==> src/hw/rtl/kdlpr_pkg.sv <==
// Package: sizes, register indexes, action codes and lane event/config types.
`default_nettype none
package kdlpr_pkg;
  localparam int unsigned ROWS    = 7;
  localparam int unsigned COLS    = 3;
  localparam int unsigned NSLOTS  = ROWS * COLS;
  localparam int unsigned BMW     = 21;
  localparam int unsigned SLOTW   = 5;
  localparam int unsigned ADDRW   = 5;

  localparam logic [BMW-1:0] SLOT_MASK = BMW'((64'd1 << NSLOTS) - 64'd1);

  typedef enum logic [1:0] {
    ACT_PRESS   = 2'd0,
    ACT_RELEASE = 2'd1,
    ACT_LONG    = 2'd2,
    ACT_REPEAT  = 2'd3
  } action_e;

  localparam logic [2:0] REG_DEBOUNCE = 3'd0;
  localparam logic [2:0] REG_LONG     = 3'd1;
  localparam logic [2:0] REG_DELAY    = 3'd2;
  localparam logic [2:0] REG_PERIOD   = 3'd3;
  localparam logic [2:0] REG_MASK     = 3'd4;

  // what one lane reports for its slot in the current scan
  typedef struct packed {
    logic ev_press;
    logic ev_release;
    logic ev_long;
    logic ev_repeat;
  } lane_ev_t;

  typedef struct packed {
    logic [15:0] hold_ms;
    logic [15:0] first_rep_ms;
    logic [15:0] repeat_period_ms;
  } lane_cfg_t;
endpackage
`default_nettype wire

==> src/hw/rtl/kdlpr_lane.sv <==
// One per-slot lane: press time, repeat time and long-press flag.
`default_nettype none
module kdlpr_lane (
  input  wire                        clk_i,
  input  wire                        rst_ni,
  input  wire                        upd_i,
  input  wire                        down_i,
  input  wire                        was_i,
  input  wire                        rep_en_i,
  input  wire  [31:0]                now_i,
  input  wire  kdlpr_pkg::lane_cfg_t cfg_i,
  output kdlpr_pkg::lane_ev_t        ev_o
);
  logic [31:0] press_q, nrep_q;
  logic        lsent_q;
  logic [31:0] held, rdiff;
  logic        lhit, rhit;

  assign held  = now_i - press_q;
  assign rdiff = now_i - nrep_q;
  assign lhit  = !lsent_q && (held >= {16'd0, cfg_i.hold_ms});
  assign rhit  = rep_en_i && !rdiff[31];

  always_comb begin
    ev_o = '0;
    if (down_i && !was_i) ev_o.ev_press = 1'b1;
    else if (!down_i && was_i) ev_o.ev_release = 1'b1;
    else if (down_i) begin
      ev_o.ev_long   = lhit;
      ev_o.ev_repeat = rhit;
    end
  end

  always_ff @(posedge clk_i or negedge rst_ni) begin
    if (!rst_ni) begin
      lsent_q <= 1'b0;
    end else if (upd_i) begin
      if (ev_o.ev_press) lsent_q <= 1'b0;
      else if (ev_o.ev_long) lsent_q <= 1'b1;
    end
  end

  always_ff @(posedge clk_i) begin
    if (upd_i) begin
      if (ev_o.ev_press) begin
        press_q <= now_i;
        nrep_q  <= now_i + {16'd0, cfg_i.first_rep_ms};
      end else if (ev_o.ev_repeat) begin
        nrep_q  <= now_i + {16'd0, cfg_i.repeat_period_ms};
      end
    end
  end
endmodule
`default_nettype wire

==> config.mk <==
export PLATFORM = sky130hd
export DESIGN_NAME = kdlpr_lane
export DESIGN_NICKNAME = d
export VERILOG_FILES = /design/src/hw/rtl/kdlpr_pkg.sv /design/src/hw/rtl/kdlpr_lane.sv
export SDC_FILE = /design/constraint.sdc
export NUM_CORES = 1
export LEC_CHECK = 0
export ABC_AREA = 0
export BUFFER_PORTS_ARGS = -buffer_cell sky130_fd_sc_hd__buf_4
export CAP_MARGIN = 40
export CORE_ASPECT_RATIO = 0.9
export CORE_MARGIN = 2
export CORE_UTILIZATION = 49
export CTS_CLUSTER_DIAMETER = 200
export DETAILED_ROUTE_END_ITERATION = 16
export GPL_ROUTABILITY_DRIVEN = 0
export MAX_ROUTING_LAYER = met4
export PLACE_DENSITY_LB_ADDON = 0.15
export RECOVER_POWER = 100
export SKIP_CTS_REPAIR_TIMING = 1
export SYNTH_ARGS = -nofsm -noshare
export SYNTH_HDL_FRONTEND = slang
export SYNTH_SLANG_ARGS = --single-unit
==> constraint.sdc <==
create_clock -name clk_i -period 5.6 [get_ports clk_i]
set_clock_uncertainty 0.2 [all_clocks]
set_input_delay 1.12 -clock clk_i [delete_from_list [all_inputs] [get_ports clk_i]]
set_output_delay 1.12 -clock clk_i [all_outputs]
set_load 0.02 [all_outputs]
==> out/qor.txt <==
CP cell instances: buf_8 > inv_4 > ha_4 > fa_2 > nand2b_4 > a21o_1 > a31o_2 > nand2_2 > a21o_1 > a21oi_2 > xnor2_1 > ha_1 > nor2b_4 > o21ai_1 > o2111ai_1 > nor4_1 > nand4_1 > nor4_4 > buf_4 > nor3_4 > buf_6
CP most frequent cell: a21o_1
Final Instance Count excl. Fillers: 999
post-route ant nets: 0
cell-internal power: 1160 uW
Largest stage delay, worst path: 390 ps
Mapped Cells: 674
worst-margin pin slew: 538 ps
fin. max-slew vios: 0
delay-heaviest family, CP: simple AND/OR/NAND/NOR gates
CP startpoint kind: primary input
Worst setup EP type: primary output
CTS H-tree lvls: 3
Clk pwr share: 29.5%
core footprint: 12600 um^2
largest family of logic cells by synthesized area: compound AO/OA/AOI/OAI gates
largest net degree at the start of global routing: 34
Arr. time, crit path: 4520 ps
P_sw: 543 uW
placed instance area: 7580 um^2
Reg clk slew, reported paths: 50 ps
synthesized area per cell: 9.33 um^2
TritonCTS clock tree: yes
initial antenna violation count: 0
crit path buf inv count: 4
Place WS: -439 ps
multiplexer share of the synthesized area: 3.26%
Worst setup endpoint: ev_o[1]
power per cell area: 217 nW/um^2
Initial Util: 50.0%
simple-gate area share of the yosys netlist: 13.0%
layout cells sized above 1: 23.8%
Final Cycle Share: 104%
Slowest-stage cell, CP: fa_2
Reg-to-Reg End: lsent_q
worst r2r src: press_q[0]
DRT iter0 DRCs: 395
Yosys cell types: 73
Post-Layout Inst Area: 7860 um^2
CTS root buffer: clkbuf_16
failing checks: setup timing
Area Growth Syn to Fin: 25.0%
number of enable flip-flop cells after synthesis: 64
number of vias per cell: 5.63
# IOs: 90
Hold Crit Class: primary input to asynchronous set/reset pin
Worst-Skew Late Latency: 330 ps
clk buf depth: 2
Max Fanout on Critical Path: 4
XOR/XNOR Fraction of Synth Area: 7.38%
Total GRT Usage: 24.0%
YS warnings: 0
final setup fails: 1
flops & latches, synth: 65
Post-DP HPWL: 12700 um
Critical Path Stages: 21
drc violations: 0
vias in the first global route: 5583
Synth Flop Type: edfxtp_1
DRT Pass-1 Iters: 5
Pleak: 0.00360 uW
switch share: 31.8%
Via Count: 5623
CTS Buf Count: 9
Tmin final: 5840 ps
status: complete, but fails checks
Worst VDD drop: 0.138 mV
Port Buffer Count: 89
chip height: 111 um
worst r2r path cells: 20
FF-to-FF setup slack: 1450 ps
CTS Sinks: 65
fraction of the mapped netlist area in compound gates: 19.6%
FFs w/ async S/R, synth: 1.54%
Synth Area in Adders: 19.1%
Reg power frac: 34.4%
Final WS setup: -238 ps
Final TNS setup: -238 ps
first-pass GRT wire length: 25600 um
critical path type: primary input to primary output
Die Wd: 123 um
WP data required: 4280 ps
Final #Nets: 1011
launch point of the critical path: now_i[0]
gr ovfl total: 0
placed cell count: 979
Net Count, Synth: 855
endpoints failing hold: 0
Max Freq: 0.171 GHz
full die area: 13800 um^2
WL final: 15600 um
Seq/Total Area, Yosys: 31.0%
Mapped Area: 6290 um^2
Slew headroom: 63.2%
unrepaired setup endpoints after global routing: yes
combinational share of power: 36.1%
maxcap violations: 0
Cell Rows: 39
drt wl/cell: 15.6 um
Inserted Diodes: 0
==> cells in the final DEF, fill, tap and decap left out, drive strengths merged, types with 15 or more instances in the layout <==
cell / Yosys / layout
xnor2: 35 / 35
o21ai: 32 / 32
xor2: 18 / 18
buf: 3 / 126
ha: 93 / 93
a21o: 15 / 15
nand3: 15 / 15
clkbuf: 7 / 40
a21oi: 63 / 63
nand2: 34 / 34
mux2: 17 / 17
nor2: 32 / 32
inv: 99 / 99
edfxtp: 64 / 64
==> worst reg2reg max path: cells and delay by family (launching register included) <==
family	cells	cell delay (ps)
AOI/OAI and AO/OA	7	980
DFF	1	410
buffers and inverters	3	380
adders and majority gates	3	890
xor gates and xnor gates	1	120
and+or+nand+nor	6	1060
==> synthesized netlist by cell type (2+ instances only) <==
master / n / area [um^2]
inv_1: 99 / 372
ha_1: 93 / 1160
edfxtp_1: 64 / 1920
a21oi_1: 61 / 305
xnor2_1: 35 / 307
nand2_1: 32 / 120
nor2_1: 32 / 120
o21ai_0: 28 / 140
xor2_1: 18 / 158
mux2_2: 16 / 180
nand3_1: 15 / 75.1
a21o_1: 14 / 105
nand4_1: 13 / 81.3
nor3_1: 13 / 65.1
nand2b_1: 12 / 75.1
a211oi_1: 10 / 75.1
nor2b_1: 7 / 43.8
a31oi_1: 6 / 37.5
and3_1: 6 / 37.5
clkbuf_1: 6 / 22.5
nor3b_1: 6 / 45.0
o211ai_1: 6 / 45.0
o21a_1: 6 / 45.0
nor4_1: 4 / 25.0
o21ai_2: 4 / 35.0
a2111oi_0: 3 / 26.3
and2_1: 3 / 18.8
o2111ai_1: 3 / 26.3
o31a_1: 3 / 26.3
o31ai_1: 3 / 22.5
a211o_1: 2 / 17.5
a31o_2: 2 / 17.5
fa_1: 2 / 40.0
nand2_2: 2 / 12.5
nor4b_1: 2 / 17.5
o2111ai_2: 2 / 30.0
o211ai_2: 2 / 25.0
o21bai_1: 2 / 15.0
o221ai_1: 2 / 17.5
or2_2: 2 / 12.5
==> worst min path at each step <==
| stage | start | to | slack (ps) | cells after the start |
|---|---|---|---|---|
| 4_1_cts | rst_ni | lsent_q | 350 | 1 |
| 5_1_grt | rst_ni | lsent_q | 360 | 1 |
| 3_5_place_dp | lsent_q | lsent_q | 360 | 2 |
| 3_3_place_gp | lsent_q | lsent_q | 340 | 2 |
| 2_1_floorplan | lsent_q | lsent_q | 330 | 2 |
| 6_report | rst_ni | lsent_q | 380 | 1 |
==> through the flow <==
step / hold slack (ps) / utilization, % / total power [uW]
5_1_grt: 363 / 62.5 / 1810
2_1_floorplan: 326 / - / 983
6_report: 377 / 62.5 / 1710
4_1_cts: 345 / 62.3 / 1700
3_5_place_dp: 358 / 60.2 / 1190
3_3_place_gp: 340 / 60.2 / 1170
==> cell type report <==
cell class | count | area, um^2
inverter | 99 | 374
clock inverter | 5 | 32.5
tap | 164 | 205
timing repair buffer | 155 | 1070
clock buffer | 11 | 233
sequential | 65 | 1950
fill | 1084 | 4730
multi-input combinational | 500 | 4000
==> power by group through the flow <==
stage	logic [uW]	clock network (uW)	registers [uW]
detailed placement	597	0	596
floorplan	389	0	594
global route	684	533	589
finish	615	504	587
CTS	602	511	586
global placement	575	0	595
==> cells by family after synthesis <==
kind of cell / after synthesis
AO/OA/AOI/OAI: 179
adder cells (fa/ha/maj): 95
multiplexers: 18
XOR/XNOR: 53
flip-flops: 65
AND/OR/NAND/NOR: 155
buffers and inverters: 109
==> layer usage <==
layer | vias up | track usage, % | share of wire (%)
li1 | 2772 | - | -
met1 | 2637 | 33.6 | 49
met2 | 184 | 36.6 | 44
met3 | 30 | 2.72 | 5.3
met4 | 0 | 7.05 | 1.7
met5 | - | - | 0
==> registers in the layout, summed over array words and instances (netlist names) <==
signal and flops:
nrep_q 32, press_q 32, lsent_q 1
Power figures use the tool's default switching activity.
