File: config.mk
export PLATFORM = sky130hd
export DESIGN_NAME = kdlpr_merge_flat
export DESIGN_NICKNAME = d
export VERILOG_FILES = /design/src/hw/rtl/kdlpr_pkg.sv /design/src/hw/rtl/kdlpr_if.sv /design/src/hw/rtl/kdlpr_merge.sv /design/src/flat_wrapper.sv
export SDC_FILE = /design/constraint.sdc
export NUM_CORES = 1
export LEC_CHECK = 0
export BUFFER_PORTS_ARGS = -buffer_cell sky130_fd_sc_hd__buf_2
export CAP_MARGIN = 5
export CELL_PAD_IN_SITES_DETAIL_PLACEMENT = 2
export CELL_PAD_IN_SITES_GLOBAL_PLACEMENT = 2
export CORE_UTILIZATION = 36
export DETAILED_ROUTE_END_ITERATION = 16
export HOLD_SLACK_MARGIN = 0.1
export PLACE_DENSITY = 0.9
export SYNTH_ARGS = -nofsm -noshare
export SYNTH_HDL_FRONTEND = slang
export SYNTH_SLANG_ARGS = --single-unit
File: constraint.sdc
create_clock -name clk_i -period 9.2 [get_ports clk_i]
set_clock_uncertainty 0.2 [all_clocks]
set_input_delay 1.84 -clock clk_i [delete_from_list [all_inputs] [get_ports clk_i]]
set_output_delay 1.84 -clock clk_i [all_outputs]
set_load 0.01 [all_outputs]
File: src/hw/rtl/kdlpr_pkg.sv
// Package: sizes, register indexes, action codes and lane event/config types.
`default_nettype none
package kdlpr_pkg;
  localparam int unsigned ROWS    = 7;
  localparam int unsigned COLS    = 3;
  localparam int unsigned NSLOTS  = ROWS * COLS;
  localparam int unsigned BMW     = 21;
  localparam int unsigned SLOTW   = 5;
  localparam int unsigned ADDRW   = 5;

  localparam logic [BMW-1:0] SLOT_MASK = BMW'((64'd1 << NSLOTS) - 64'd1);

  typedef enum logic [1:0] {
    ACT_PRESS   = 2'd0,
    ACT_RELEASE = 2'd1,
    ACT_LONG    = 2'd2,
    ACT_REPEAT  = 2'd3
  } action_e;

  localparam logic [2:0] REG_DEBOUNCE = 3'd0;
  localparam logic [2:0] REG_LONG     = 3'd1;
  localparam logic [2:0] REG_DELAY    = 3'd2;
  localparam logic [2:0] REG_PERIOD   = 3'd3;
  localparam logic [2:0] REG_MASK     = 3'd4;

  // what one lane reports for its slot in the current scan
  typedef struct packed {
    logic ev_press;
    logic ev_release;
    logic ev_long;
    logic ev_repeat;
  } lane_ev_t;

  typedef struct packed {
    logic [15:0] hold_ms;
    logic [15:0] first_rep_ms;
    logic [15:0] repeat_period_ms;
  } lane_cfg_t;
endpackage
`default_nettype wire

File: src/hw/rtl/kdlpr_if.sv
// Valid/ready stream interfaces for scans and events.
`default_nettype none


interface kdlpr_event_if;
  logic       valid;
  logic       ready;
  logic [4:0] slot;
  logic [1:0] action;
  logic       last;
  modport source (output valid, slot, action, last, input ready);
  modport sink (input valid, slot, action, last, output ready);
endinterface
`default_nettype wire

File: src/hw/rtl/kdlpr_merge.sv
// Merge stage: walks the latched lane events in slot order, one per cycle while ev_o.ready.
`default_nettype none
module kdlpr_merge (
  input  wire                  clk_i,
  input  wire                  rst_ni,
  input  wire                  load_i,
  input  wire kdlpr_pkg::lane_ev_t ev_i [kdlpr_pkg::NSLOTS],
  output logic                 busy_o,
  kdlpr_event_if.source        ev_o
);
  localparam int unsigned NB = 2 * kdlpr_pkg::NSLOTS;
  // pending bits: slot s owns bit 2s (press/release/long) and 2s+1 (repeat)
  logic [NB-1:0] pend_q, pend_d;
  logic [1:0]    act_q [kdlpr_pkg::NSLOTS];
  logic [NB-1:0] low_bit, rest;
  logic [$clog2(NB)-1:0] pos;

  always_comb begin
    pos = '0;
    for (int i = NB - 1; i >= 0; i--) if (pend_q[i]) pos = ($clog2(NB))'(i);
  end
  assign low_bit = pend_q & (~pend_q + NB'(1));
  assign rest    = pend_q & ~low_bit;

  assign busy_o   = |pend_q;
  assign ev_o.valid  = |pend_q;
  assign ev_o.slot   = kdlpr_pkg::SLOTW'(pos >> 1);
  assign ev_o.action = pos[0] ? kdlpr_pkg::ACT_REPEAT : act_q[pos[$clog2(NB)-1:1]];
  assign ev_o.last   = (rest == '0);

  always_comb begin
    pend_d = pend_q;
    if (load_i) begin
      for (int s = 0; s < kdlpr_pkg::NSLOTS; s++) begin
        pend_d[2*s]   = ev_i[s].ev_press | ev_i[s].ev_release | ev_i[s].ev_long;
        pend_d[2*s+1] = ev_i[s].ev_repeat;
      end
    end else if (ev_o.valid && ev_o.ready) begin
      pend_d = rest;
    end
  end

  always_ff @(posedge clk_i or negedge rst_ni) begin
    if (!rst_ni) pend_q <= '0;
    else pend_q <= pend_d;
  end

  always_ff @(posedge clk_i) begin
    if (load_i) begin
      for (int s = 0; s < kdlpr_pkg::NSLOTS; s++) begin
        act_q[s] <= ev_i[s].ev_press   ? kdlpr_pkg::ACT_PRESS :
                    ev_i[s].ev_release ? kdlpr_pkg::ACT_RELEASE : kdlpr_pkg::ACT_LONG;
      end
    end
  end
endmodule
`default_nettype wire
File: src/flat_wrapper.sv
// flat-port wrapper written by rule: the top's interface ports become plain ports
module kdlpr_merge_flat 
  (clk_i, rst_ni, load_i, ev_i, busy_o, ev_o_valid, ev_o_slot, ev_o_action, ev_o_last, ev_o_ready);
  kdlpr_event_if ev_o_i ();
  input  wire clk_i;
  input  wire rst_ni;
  input  wire load_i;
  input  wire kdlpr_pkg::lane_ev_t ev_i[kdlpr_pkg::NSLOTS];
  output logic busy_o;
  output wire logic [$bits(ev_o_i.valid)-1:0] ev_o_valid;
  output wire logic [$bits(ev_o_i.slot)-1:0] ev_o_slot;
  output wire logic [$bits(ev_o_i.action)-1:0] ev_o_action;
  output wire logic [$bits(ev_o_i.last)-1:0] ev_o_last;
  input wire logic [$bits(ev_o_i.ready)-1:0] ev_o_ready;
  assign ev_o_valid = ev_o_i.valid;
  assign ev_o_slot = ev_o_i.slot;
  assign ev_o_action = ev_o_i.action;
  assign ev_o_last = ev_o_i.last;
  assign ev_o_i.ready = ev_o_ready;
  kdlpr_merge u_core (.clk_i(clk_i), .rst_ni(rst_ni), .load_i(load_i), .ev_i(ev_i), .busy_o(busy_o), .ev_o(ev_o_i));
endmodule
==> flow_summary.ini <==
[run_status]
status = finished, final reports clean

[setup_path]
worstPathRequired_ps = 7160
end_kind = output port
worstPathMaxFanout = 17
setup.worst_path.start_class = register
cp_data_arrival_time_ps = 4570
path_class = reg2out

[cells_and_area]
nFillCells = 1503
nets = 707
n_antenna_cell = 0
mostFrequentLayoutCells = buf_2 (96), o21ai_0 (63), nand2_1 (62)
layout_commonest_cell = buf_2
area_growth_pct = 17.3
fin_cells = 800
final_layout_size_suffix_gt1_share_pct = 22.1

[yosys]
ys_types = 60
synthCells = 534
synth_compound_area_share_pct = 23.8
synthAdderAreaFrac_pct = 0.205
synth_area_per_cell_um2 = 9.16
yosysSeqAreaShare_pct = 47.3
ys_async_sr_fraction_pct = 50.0
yosys.area_share.simple_pct = 22.0
syn_area_um2 = 4890
synth_nets = 622
yosys_warnings = 0
synth_edf_count = 42
synth-main-ff-cell = edfxtp_1
ys_seq_elements = 84
synthMuxAreaShare_pct = 2.28
synth_top_family_by_area = compound AO/OA/AOI/OAI gates
synth_xor_area_share_pct = 0

[grt]
grt_pass1_wl_mm = 27.2
gr-total-overflow = 0
antenna_found_initial = 0
grt_pass1_vias = 4944
grt_use_total_pct = 25.2
grt_max_degree = 82

[detailed_routing]
first_pass_iters = 4
wl_per_cell_um = 21.5
postRouteAntennaNets = 0
drc = 0
viasPerCell = 5.90
vias = 4720
drt-total-wl_mm = 17.2
drtIter0Drc = 262

[floorplanning]
start_util_pct = 36.9
io_pins = 98
die_x_um = 119
die_y_um = 119
dieArea_um2 = 14100
num_rows = 42
core_um2 = 13200

[timing]
min_period_ps = 6610
hold_slack_ps = 416
finalWorstSetupSlack_ps = 2590
tightest_slew_ps = 1190
hold_viol = 0
slew_viol_final = 0
slew_headroom_pct = 19.9
tns_ps = 0
grt_setup_unrepaired = false
setup_viol = 0
post-route-period-util_pct = 71.9
fmax_mhz = 151

[placed_design]
port_buffers = 97
hpwl_mm = 13.0
pre_cts_slack_ps = 3010
dp.cells = 784
gp_congestion = 0.870

[hold_path]
holdCritPathClass = reg2reg

[clocking]
clk-insertion-delay-late_ps = 350
clk_pin_slew_worst_paths_ps = 60
cts_num_sinks = 84
h-tree-depth = 3
postCtsHoldBufs = 0
cts.path.max_buffers = 2
cts_tree = done
root_buffer = clkbuf_16
post_cts_buffers = 0
cts-buffers-inserted = 9
cts_resized = 0

[pwr]
internal-power_w = 0.000661
switching_power_w = 0.000275
power_frac_seq_pct = 49.8
pwr-share-clk_pct = 36.7
p_per_area_nw_per_um2 = 163
p_sw_share_pct = 29.4
leakagePower_nw = 2.15
comb_power_share_pct = 13.5
ir_drop_uv = 133

[job]
drv_cap = 0
## through the flow
step | utilization, % | power (W) | instance area, um2
2_1_floorplan | - | 0.000531 | 4890
3_3_place_gp | 41.2 | 0.000587 | 5460
3_5_place_dp | 41.2 | 0.000598 | 5460
4_1_cts | 43.3 | 0.000945 | 5740
5_1_grt | 43.3 | 0.000974 | 5740
6_report | 43.3 | 0.000936 | 5740
## state kept, by name, summed over array words and instances, names as in the netlist
signal         flops
u_core.act_q      42
u_core.pend_q     42
## routing by layer
metal | track usage (%) | wire [um]
met5 | 0 | 0
met4 | 9.81 | 452
met3 | 4.25 | 522
met2 | 44.0 | 8850
met1 | 30.7 | 7400
## power groups by stage
stage / combinational, W / sequential [W] / clock (W)
2_1_floorplan: 0.0000778 / 0.000453 / 0
3_3_place_gp: 0.000118 / 0.000469 / 0
3_5_place_dp: 0.000126 / 0.000472 / 0
4_1_cts: 0.000128 / 0.000465 / 0.000352
5_1_grt: 0.000139 / 0.000470 / 0.000364
6_report: 0.000126 / 0.000466 / 0.000344
## layout make-up
class | instances | area (um2) | share of cell area [%]
Clock buffer | 9 | 225 | 3.93
Inverter | 16 | 60.1 | 1.05
Multi-Input combinational cell | 409 | 2370 | 41.2
Clock inverter | 7 | 50.0 | 0.872
Tap cell | 176 | 220 | 3.84
Sequential cell | 84 | 2310 | 40.3
Timing Repair Buffer | 99 | 503 | 8.77
## synth_stat cells (11+ instances only)
cell | instances | area share, %
a21oi_1 | 47 | 4.8
dfrtp_1 | 42 | 21
o31ai_1 | 24 | 3.7
nor3_1 | 18 | 1.8
nor2b_1 | 22 | 2.8
nor2_1 | 49 | 3.8
o21ai_0 | 63 | 6.4
clkbuf_1 | 17 | 1.3
nand3_1 | 13 | 1.3
nand2_1 | 62 | 4.8
nor4_1 | 11 | 1.4
edfxtp_1 | 42 | 26
inv_1 | 14 | 1.1
## final timing paths
kind / startpoint / endpoint / slack, ps / cells after the start
min in group asynchronous: rst_ni / u_core.pend_q[39] / 1470 / 1
hold reg to reg: u_core.pend_q[39] / u_core.pend_q[39] / 420 / 2
setup / recovery: u_core.pend_q[38] / ev_o_action[0] / 2590 / 10
hold / removal: u_core.pend_q[39] / u_core.pend_q[39] / 420 / 2
max in group asynchronous: rst_ni / u_core.pend_q[9] / 6700 / 1
setup reg to reg: u_core.pend_q[4] / u_core.pend_q[14] / 5500 / 8
## kinds of logic after synthesis
group	Yosys count
AOI/OAI and AO/OA	184
adders and majority gates	1
buffers and inverters	41
DFF	84
muxes	11
and+or+nand+nor	213
## worst max-delay path: stages (launching register included)
cell,delay [ps]
dfrtp_1,450
or2_2,360
a2111oi_0,560
o2111ai_1,290
a22oi_2,860
clkinv_1,530
a21oi_1,230
a221oi_1,110
or3_1,370
a311o_1,320
buf_2,140
No activity file was read; power rests on OpenSTA's default activity.
